--- src/sv/brsr_pkg.sv ---
// brsr_pkg: shared constants and types of the bilinear RGBA resampler.
// No dependencies; compile before every other file of the block.
package brsr_pkg;

    localparam int FRAC_BITS = 14;   // fractional bits used, 7..14 with 14-bit ports
    localparam int FRAC_W    = 14;   // width of the frac_x / frac_y fields
    localparam int WGT_W     = 7;    // interpolation weight width
    localparam int BYTE_W    = 8;
    localparam int LANES     = 4;    // byte channels per pixel
    localparam int PIX_W     = LANES * BYTE_W;
    localparam int SHINE_W   = 7;
    localparam int ALPHA_LANE = LANES - 1;  // byte 3 gets no shine

    typedef logic [BYTE_W-1:0] byte_t;
    typedef logic [WGT_W-1:0]  wgt_t;
    typedef logic [SHINE_W-1:0] shine_t;

    // Values that travel with an item from the horizontal stage to the vertical one
    typedef struct packed {
        wgt_t wy;
        logic shine_on;
    } brsr_vctrl_t;

endpackage

--- src/sv/brsr_if.sv ---
// brsr_if: valid/ready channel interfaces of the resampler (input, result, config).
// Depends on brsr_pkg.
interface brsr_in_if;
    logic                           valid;
    logic                           ready;
    logic [brsr_pkg::PIX_W-1:0]     top_left_pixel;
    logic [brsr_pkg::PIX_W-1:0]     top_right_pixel;
    logic [brsr_pkg::PIX_W-1:0]     bottom_left_pixel;
    logic [brsr_pkg::PIX_W-1:0]     bottom_right_pixel;
    logic [brsr_pkg::FRAC_W-1:0]    frac_x;
    logic [brsr_pkg::FRAC_W-1:0]    frac_y;
    logic [brsr_pkg::SHINE_W-1:0]   shine;
    logic                           row_end;

    modport source (
        output valid, top_left_pixel, top_right_pixel, bottom_left_pixel,
               bottom_right_pixel, frac_x, frac_y, shine, row_end,
        input  ready
    );
    modport sink (
        input  valid, top_left_pixel, top_right_pixel, bottom_left_pixel,
               bottom_right_pixel, frac_x, frac_y, shine, row_end,
        output ready
    );
endinterface

interface brsr_out_if;
    logic                       valid;
    logic                       ready;
    logic [brsr_pkg::PIX_W-1:0] pixel_out;
    logic                       row_end_out;

    modport source (output valid, pixel_out, row_end_out, input ready);
    modport sink   (input valid, pixel_out, row_end_out, output ready);
endinterface

interface brsr_cfg_if;
    logic valid;
    logic ready;
    logic data;

    modport source (output valid, data, input ready);
    modport sink   (input valid, data, output ready);
endinterface

--- src/sv/brsr_lane.sv ---
// brsr_lane: one byte channel; horizontal lerps, stage register, vertical lerp and shine.
// Depends on brsr_pkg.
module brsr_lane (
    input  logic                  clk,
    input  logic                  load,
    input  brsr_pkg::byte_t       tl,
    input  brsr_pkg::byte_t       tr,
    input  brsr_pkg::byte_t       bl,
    input  brsr_pkg::byte_t       br,
    input  brsr_pkg::wgt_t        wx,
    input  brsr_pkg::brsr_vctrl_t vctrl,
    input  brsr_pkg::shine_t      shine_add,
    output brsr_pkg::byte_t       result
);

    localparam logic [brsr_pkg::WGT_W:0] ONE = {1'b1, {brsr_pkg::WGT_W{1'b0}}};
    localparam int PROD_W = brsr_pkg::BYTE_W + brsr_pkg::WGT_W + 1;
    localparam logic [brsr_pkg::WGT_W-1:0] SAT = {brsr_pkg::WGT_W{1'b1}};

    // floor((a*(128-w) + b*w) / 128)
    function automatic brsr_pkg::byte_t lerp(input brsr_pkg::byte_t a,
                                             input brsr_pkg::byte_t b,
                                             input brsr_pkg::wgt_t w);
        logic [brsr_pkg::WGT_W:0] wa;
        logic [PROD_W-1:0]        acc;
        wa  = ONE - {1'b0, w};
        acc = PROD_W'(a) * PROD_W'(wa) + PROD_W'(b) * PROD_W'(w);
        return acc[brsr_pkg::WGT_W +: brsr_pkg::BYTE_W];
    endfunction

    brsr_pkg::byte_t top_reg, bot_reg;
    brsr_pkg::byte_t vert;
    logic [brsr_pkg::WGT_W:0] sum;

    always_ff @(posedge clk)
    begin
        if (load)
        begin
            top_reg <= lerp(tl, tr, wx);
            bot_reg <= lerp(bl, br, wx);
        end
    end

    always_comb
    begin
        vert = lerp(top_reg, bot_reg, vctrl.wy);
        sum  = {1'b0, vert[brsr_pkg::BYTE_W-1:1]}
             + {2'b00, shine_add[brsr_pkg::SHINE_W-1:1]};
        if (!vctrl.shine_on)
            result = vert;
        else if (sum > {1'b0, SAT})
            result = {SAT, 1'b0};
        else
            result = {sum[brsr_pkg::WGT_W-1:0], 1'b0};
    end

endmodule

--- src/sv/brsr_merge.sv ---
// brsr_merge: packs the lane bytes into one pixel and applies the quality mode.
// Depends on brsr_pkg.
module brsr_merge (
    input  brsr_pkg::byte_t           lane_bytes [brsr_pkg::LANES],
    input  logic                      high_quality,
    input  logic [brsr_pkg::PIX_W-1:0] nearest,
    output logic [brsr_pkg::PIX_W-1:0] pixel
);

    logic [brsr_pkg::PIX_W-1:0] packed_pix;

    always_comb
    begin
        for (int i = 0; i < brsr_pkg::LANES; i++)
            packed_pix[i*brsr_pkg::BYTE_W +: brsr_pkg::BYTE_W] = lane_bytes[i];
        pixel = high_quality ? packed_pix : nearest;
    end

endmodule

--- src/sv/bilinear_rgba_resample_shine.sv ---
// bilinear_rgba_resample_shine: top level of the bilinear RGBA resampler.
// Depends on brsr_pkg, brsr_if, brsr_lane and brsr_merge.
//
// One target pixel per clock, sustained: a beat is taken every cycle while the
// result side keeps up. Each beat passes two register stages: the first, in
// the four byte lanes, holds the horizontal interpolation of each byte (an
// 8x8 multiply pair per row); the second holds the vertical
// interpolation plus shine of each of the four lanes, as packed by
// the merge stage into the output register. Each stage has its own valid
// bit and stalls only when the one after it is full, so bubbles close up
// under back-pressure. The high_quality register (reset 1) selects bilinear
// with shine; 0 passes the top-left pixel unchanged. Write it only while the
// block is empty; its write channel is always ready.
module bilinear_rgba_resample_shine (
    input  logic         clk,
    input  logic         rst_n,
    brsr_in_if.sink      pix_in,
    brsr_out_if.source   pix_out,
    brsr_cfg_if.sink     cfg
);

    localparam int WGT_LSB = brsr_pkg::FRAC_BITS - brsr_pkg::WGT_W;

    // Weight is the top seven of the FRAC_BITS used bits
    function automatic brsr_pkg::wgt_t weight(input logic [brsr_pkg::FRAC_W-1:0] frac);
        return frac[WGT_LSB +: brsr_pkg::WGT_W];
    endfunction

    // Configuration
    logic high_quality_reg;

    assign cfg.ready = 1'b1;

    always_ff @(posedge clk or negedge rst_n)
    begin
        if (!rst_n)
            high_quality_reg <= 1'b1;
        else if (cfg.valid)
            high_quality_reg <= cfg.data;
    end

    // Stage control: each stage advances when the one after it has room
    logic valid_a_reg, valid_b_reg;
    logic ready_a, ready_b;
    logic load_a, load_b;

    assign ready_b      = !valid_b_reg || pix_out.ready;
    assign ready_a      = !valid_a_reg || ready_b;
    assign pix_in.ready = ready_a;
    assign load_a       = pix_in.valid && ready_a;
    assign load_b       = valid_a_reg && ready_b;

    always_ff @(posedge clk or negedge rst_n)
    begin
        if (!rst_n)
        begin
            valid_a_reg <= 1'b0;
            valid_b_reg <= 1'b0;
        end
        else
        begin
            if (ready_a)
                valid_a_reg <= pix_in.valid;
            if (ready_b)
                valid_b_reg <= valid_a_reg;
        end
    end

    // Stage A side-band: hold what the vertical step and the merge need
    brsr_pkg::brsr_vctrl_t      vctrl_reg;
    brsr_pkg::shine_t           shine_reg;
    logic [brsr_pkg::PIX_W-1:0] nearest_reg;
    logic                       row_end_a_reg;

    always_ff @(posedge clk)
    begin
        if (load_a)
        begin
            vctrl_reg.wy       <= weight(pix_in.frac_y);
            vctrl_reg.shine_on <= (pix_in.shine != '0);
            shine_reg          <= pix_in.shine;
            nearest_reg        <= pix_in.top_left_pixel;
            row_end_a_reg      <= pix_in.row_end;
        end
    end

    // Byte lanes; the alpha lane gets zero shine added
    brsr_pkg::wgt_t  wx;
    brsr_pkg::byte_t lane_bytes [brsr_pkg::LANES];

    assign wx = weight(pix_in.frac_x);

    for (genvar g = 0; g < brsr_pkg::LANES; g++)
    begin : g_lane
        brsr_lane u_lane (
            .clk       (clk),
            .load      (load_a),
            .tl        (pix_in.top_left_pixel[g*brsr_pkg::BYTE_W +: brsr_pkg::BYTE_W]),
            .tr        (pix_in.top_right_pixel[g*brsr_pkg::BYTE_W +: brsr_pkg::BYTE_W]),
            .bl        (pix_in.bottom_left_pixel[g*brsr_pkg::BYTE_W +: brsr_pkg::BYTE_W]),
            .br        (pix_in.bottom_right_pixel[g*brsr_pkg::BYTE_W +: brsr_pkg::BYTE_W]),
            .wx        (wx),
            .vctrl     (vctrl_reg),
            .shine_add ((g == brsr_pkg::ALPHA_LANE) ? '0 : shine_reg),
            .result    (lane_bytes[g])
        );
    end

    // Merge and output register
    logic [brsr_pkg::PIX_W-1:0] merged;
    logic [brsr_pkg::PIX_W-1:0] pixel_reg;
    logic                       row_end_b_reg;

    brsr_merge u_merge (
        .lane_bytes   (lane_bytes),
        .high_quality (high_quality_reg),
        .nearest      (nearest_reg),
        .pixel        (merged)
    );

    always_ff @(posedge clk)
    begin
        if (load_b)
        begin
            pixel_reg     <= merged;
            row_end_b_reg <= row_end_a_reg;
        end
    end

    assign pix_out.valid       = valid_b_reg;
    assign pix_out.pixel_out   = pixel_reg;
    assign pix_out.row_end_out = row_end_b_reg;

endmodule

--- src/flat_wrapper.sv ---
// flat-port wrapper written by rule: the top's interface ports become plain ports
module bilinear_rgba_resample_shine_flat 
  (clk, rst_n, pix_in_valid, pix_in_top_left_pixel, pix_in_top_right_pixel, pix_in_bottom_left_pixel, pix_in_bottom_right_pixel, pix_in_frac_x, pix_in_frac_y, pix_in_shine, pix_in_row_end, pix_in_ready, pix_out_valid, pix_out_pixel_out, pix_out_row_end_out, pix_out_ready, cfg_valid, cfg_data, cfg_ready);
  brsr_in_if pix_in_i ();
  brsr_out_if pix_out_i ();
  brsr_cfg_if cfg_i ();
  input  logic clk;
  input  logic rst_n;
  input wire logic [$bits(pix_in_i.valid)-1:0] pix_in_valid;
  input wire logic [$bits(pix_in_i.top_left_pixel)-1:0] pix_in_top_left_pixel;
  input wire logic [$bits(pix_in_i.top_right_pixel)-1:0] pix_in_top_right_pixel;
  input wire logic [$bits(pix_in_i.bottom_left_pixel)-1:0] pix_in_bottom_left_pixel;
  input wire logic [$bits(pix_in_i.bottom_right_pixel)-1:0] pix_in_bottom_right_pixel;
  input wire logic [$bits(pix_in_i.frac_x)-1:0] pix_in_frac_x;
  input wire logic [$bits(pix_in_i.frac_y)-1:0] pix_in_frac_y;
  input wire logic [$bits(pix_in_i.shine)-1:0] pix_in_shine;
  input wire logic [$bits(pix_in_i.row_end)-1:0] pix_in_row_end;
  output wire logic [$bits(pix_in_i.ready)-1:0] pix_in_ready;
  output wire logic [$bits(pix_out_i.valid)-1:0] pix_out_valid;
  output wire logic [$bits(pix_out_i.pixel_out)-1:0] pix_out_pixel_out;
  output wire logic [$bits(pix_out_i.row_end_out)-1:0] pix_out_row_end_out;
  input wire logic [$bits(pix_out_i.ready)-1:0] pix_out_ready;
  input wire logic [$bits(cfg_i.valid)-1:0] cfg_valid;
  input wire logic [$bits(cfg_i.data)-1:0] cfg_data;
  output wire logic [$bits(cfg_i.ready)-1:0] cfg_ready;
  assign pix_in_i.valid = pix_in_valid;
  assign pix_in_i.top_left_pixel = pix_in_top_left_pixel;
  assign pix_in_i.top_right_pixel = pix_in_top_right_pixel;
  assign pix_in_i.bottom_left_pixel = pix_in_bottom_left_pixel;
  assign pix_in_i.bottom_right_pixel = pix_in_bottom_right_pixel;
  assign pix_in_i.frac_x = pix_in_frac_x;
  assign pix_in_i.frac_y = pix_in_frac_y;
  assign pix_in_i.shine = pix_in_shine;
  assign pix_in_i.row_end = pix_in_row_end;
  assign pix_in_ready = pix_in_i.ready;
  assign pix_out_valid = pix_out_i.valid;
  assign pix_out_pixel_out = pix_out_i.pixel_out;
  assign pix_out_row_end_out = pix_out_i.row_end_out;
  assign pix_out_i.ready = pix_out_ready;
  assign cfg_i.valid = cfg_valid;
  assign cfg_i.data = cfg_data;
  assign cfg_ready = cfg_i.ready;
  bilinear_rgba_resample_shine u_core (.clk(clk), .rst_n(rst_n), .pix_in(pix_in_i), .pix_out(pix_out_i), .cfg(cfg_i));
endmodule
--- config.mk ---
export PLATFORM = sky130hd
export DESIGN_NAME = bilinear_rgba_resample_shine_flat
export DESIGN_NICKNAME = d
export VERILOG_FILES = /design/src/sv/brsr_pkg.sv /design/src/sv/brsr_if.sv /design/src/sv/brsr_lane.sv /design/src/sv/brsr_merge.sv /design/src/sv/bilinear_rgba_resample_shine.sv /design/src/flat_wrapper.sv
export SDC_FILE = /design/constraint.sdc
export NUM_CORES = 2
export LEC_CHECK = 0
export BUFFER_PORTS_ARGS = -buffer_cell sky130_fd_sc_hd__buf_4
export CAP_MARGIN = 25
export CELL_PAD_IN_SITES_DETAIL_PLACEMENT = 1
export CELL_PAD_IN_SITES_GLOBAL_PLACEMENT = 1
export CORE_MARGIN = 10
export CORE_UTILIZATION = 47
export CTS_CLUSTER_DIAMETER = 100
export DETAILED_ROUTE_END_ITERATION = 16
export MAX_ROUTING_LAYER = met4
export PLACE_DENSITY = 0.79
export SLEW_MARGIN = 10
export SYNTH_ARGS = -nofsm -noshare
export SYNTH_HDL_FRONTEND = slang
export SYNTH_HIERARCHICAL = 1
export SYNTH_SLANG_ARGS = --single-unit
--- constraint.sdc ---
create_clock -name clk -period 7.6 [get_ports clk]
set_input_delay 0.38 -clock clk [delete_from_list [all_inputs] [get_ports clk]]
set_output_delay 0.38 -clock clk [all_outputs]
set_load 0.1 [all_outputs]
# --- Word level (Yosys, flattened, before mapping) ---
# Index checks and enable logic that the tools add are counted.
op_classes:
  n_addsub: 17
  multipliers: 24
  n_lt_le_gt_ge: 4
  mux: 9
  reduce_logical: 7
ops:
  columns: ["cell", "count"]
  rows:
  - ["$add 15x15->15", 12]
  - ["$mul 8x7->15", 12]
  - ["$mul 8x8->15", 12]
  - ["$mux 8", 8]
  - ["$mux 32", 1]
  - ["$add 7x6->8", 3]
  - ["$gt 8x7->1 const B", 3]
  - ["$sub 8x7->8 const A", 2]
  - ["$gt 7x7->1 const B", 1]
  - ["$reduce_bool 7->1", 1]
  - ["$logic_and 1x1->1", 2]
  - ["$logic_not 1->1", 2]
  - ["$logic_or 1x1->1", 2]
totals:
  ff_bits: 148
  output_inout_bits: 36
  word_cells: 79

# --- Logic depth before layout (Yosys ltp) ---
logic_depth:
  depth_word: 8
  mapped_depth: 32
  ltp_nobuf: 31

# --- By module ---
# The synthesis kept the hierarchy.
modules_own_cells:
  columns: ["module", "instances", "cells_per_inst", "area_each_um2"]
  rows:
  - ["brsr_lane (u_core.g_lane[1].u_lane ...)", 2, 1328, 12291.8]
  - ["brsr_lane (u_core.g_lane[0].u_lane)", 1, 1343, 12345.6]
  - ["brsr_lane (u_core.g_lane[3].u_lane)", 1, 1323, 12250.5]
  - ["bilinear_rgba_resample_shine", 1, 97, 2603.7]
  - ["brsr_merge", 1, 36, 544.3]

# --- Least setup slack after synthesis ---
# Ideal clock, no wire load.
synth_path:
  kind: "flip-flop to flip-flop"
  from: "reg u_core/vctrl_reg[1] (netlist bit)"
  to: "reg u_core.pixel_reg, in the netlist u_core/pix_out.pixel_out[1] (data pin)"
  t_arrival_ps: 7875
  path_slack_ps: -536
  stages_incl_launch_ff: 29
  n_path_buf: 0
  cell_sequence: "edfxtp_1 -> or4_4 -> nor2_1 -> xnor2_1 -> and2_1 -> fa_1 -> inv_1 -> fa_1 -> inv_1 -> fa_1 -> fa_1 -> fa_1 -> inv_1 -> fa_1 -> inv_1 -> ha_1 -> nand4b_1 -> o22ai_1 -> o211a_1 -> or3_1 -> and2_1 -> ha_1 -> a21o_1 -> a21o_1 -> a211oi_1 -> nor2_1 -> o21ai_0 -> o21ai_0 -> mux2_4"
synth_lines:
  columns: ["item", "line_no", "rtl"]
  rows:
  - ["start: declaration", "bilinear_rgba_resample_shine.sv:70", "brsr_pkg::brsr_vctrl_t vctrl_reg;"]
  - ["end signal: assignment", "bilinear_rgba_resample_shine.sv:125", "pixel_reg <= merged;"]
  - ["end: declaration", "bilinear_rgba_resample_shine.sv:111", "logic [brsr_pkg::PIX_W-1:0] pixel_reg;"]

==> metrics.md <==
| Metric | Value |
|---|---|
| First-pass GRT wire length | approximately 240000 um |
| Die area | 125000 um^2 |
| Syn avg cell area | 9.589 um^2 |
| DR vias/cell | 5.235 |
| Max Root-Sink Buffers | 2 |
| GPL Wtd Cong | just under 0.9 |
| CP max FO | 4 |
| Crit-path most repeated cell | fa_1 |
| Area Overhead vs Synth | 11.78% |
| Nets | approximately 7700 |
| DR iter-0 viols | 1555 |
| Max-cap viol count | 0 |
| Grt ovf | 0 |
| Fillers | about 13000 |
| Cells after synthesis | roughly 5500 |
| Slew Limit Headroom | around a third |
| Share of layout cells above drive strength 1 | 11.52% |
| Core Region | between 100000 and 150000 um^2 |
| Period Utilization, post-route | 105.8% |
| CP startpoint kind | register |
| Rows | 122 |
| All-Layer GR Usage | 24.77% |
| TritonCTS clock tree | built |
| Synthesized area | 52300 um^2 |
| Max-slew violation count | 0 |
| Worst slew pin tran | 973.9 ps |
| Die X | around 350 um |
| Worst reg2reg startpoint | u_core/vctrl_reg[1] |
| Io pins | 206 |
| Fmax | between 100 and 150 MHz |
| Final-report hold violation count | 0 |
| Via count | 38090 |
| Final WL | between 100000 and 150000 um |
| H-tree Lvls | 4 |
| DRC viols | 0 |
| Worst-Skew Late Latency | roughly 500 ps |
| Crit path largest cell delay | 570 ps |
| Fin util | 52.90% |
| Status | finished, violations left |
| Failing checks | negative setup slack |
| CTS Root Cell | clkbuf_16 |
| DP Wirelength | roughly 120000 um |
| Drt pass-1 iters | 5 |
| RSZ-0062 raised after global routing | true |
| Die H | 353.6 um |
| Worst Clk Skew | 18.43 ps |
| Port Buffers | 190 |
| Sink Count | 147 |
| Initial antenna violation count | 11 |
| Reg2reg end | u_core/pix_out.pixel_out[7] |
| Final setup fails | 23 |
| Element type at the critical path end | register |
| Hold_sp | pix_in_row_end |
| Initial core utilization | 47.32% |
| Remaining antenna violation count | 0 |
| Largest net degree at the start of global routing | 63 |
| TritonCTS Buffers | 17 |
| Yosys warnings | 6 |
| Reg2reg setup slack | -440 ps |
| CP max-delay cell | or4_4 |
| WL per Instance | approximately 21 um |
| CP Data Arrival Time | 8280 ps |
| WHS Endpoint | u_core/row_end_a_reg |
| Worst EP required | a little under 8000 ps |
| Fin crit period | 8037 ps |
| Clock-pin slew on the worst setup and hold paths | around 80 ps |
| Hold Crit Class | in -> reg |
| PnR worst setup slack | -437.4 ps |
| Reg2reg path depth | 31 |
| Crit path kind | reg -> reg |
| Hold depth | 1 |
| Vias in the first global route | 44600 |
## metrics by stage
step	instance area (um^2)	setup slack (ps)	hold WS (ps)	cells	setup TNS, ps
final	58460	-437.4	65.77	7275	-4558
after global routing	58450	-616.2	40.25	7271	-11170
after CTS	57670	-226.8	30.32	7240	-3499
after detailed placement	56890	-351.3	171.6	7199	-4971
after global placement	56890	-55.45	170.3	7199	-437.0
after floorplan	52680	1.374	84.41	5460	0
## critical path, delay by kind of cell, from the launching register on
family,cells,cell delay (ps)
compound gates,5,900
xor+xnor,1,100
fa+ha+maj,9,3830
buf+inv,6,390
flops,1,440
mux,2,370
simple gates,8,1730
## worst max path at each step
stage	from	endpoint	slack, ps	cells after the start
after floorplan	u_core/vctrl_reg[1]	u_core/pix_out.pixel_out[15]	1	29
after global placement	u_core/vctrl_reg[2]	u_core/pix_out.pixel_out[7]	-60	28
after detailed placement	u_core/vctrl_reg[2]	u_core/pix_out.pixel_out[5]	-350	31
after CTS	u_core/vctrl_reg[2]	u_core/pix_out.pixel_out[7]	-230	28
after global routing	u_core/vctrl_reg[1]	u_core/pix_out.pixel_out[7]	-620	31
final	u_core/vctrl_reg[1]	u_core/pix_out.pixel_out[7]	-440	31
## what timing repair did
action	CTS	global route
resized for setup	26	119
endpoints found under the hold margin	3	0
setup buffers	10	25
pin swaps	20	62
hold buffers	1	0
endpoints found under the setup margin	24	27
## routing by layer
metal,GRT usage (%),wire length (um)
met4,5.409,3065
met3,2.699,5196
met1,31.24,65370
met5,-,0
met2,42.78,76370
## layout make-up
| class | count | area, um^2 | share of cell area [%] |
|---|---|---|---|
| Antenna cell | 12 | 30.03 | 0.05137 |
| Clock buffer | 17 | 425.4 | 0.7277 |
| Clock inverter | 14 | 141.4 | 0.2419 |
| Inverter | 1251 | 4696 | 8.033 |
| Multi-Input combinational cell | 3934 | 43710 | 74.76 |
| Sequential cell | 147 | 4400 | 7.527 |
| Tap cell | 1488 | 1862 | 3.185 |
| Timing Repair Buffer | 412 | 3198 | 5.471 |
## cell usage in the layout, fill, tap and decap left out, types with 13 or more instances in the layout
master / count
xor2_1: 42
inv_1: 1235
and2_4: 13
nor3_1: 18
clkbuf_16: 17
mux2_4: 30
inv_2: 16
nor2b_1: 13
nand2_1: 570
and2_1: 869
a21oi_1: 64
o21a_1: 24
fa_1: 1017
ha_1: 673
buf_6: 14
o21ai_0: 22
a21o_1: 32
xnor2_2: 22
edfxtp_1: 144
nor2_1: 49
buf_4: 393
ha_4: 24
or3_1: 15
xnor2_1: 159
Power is left out: the tool's default activity adds up to more than one toggle a clock period on the data nets, which glitch-free logic cannot reach.
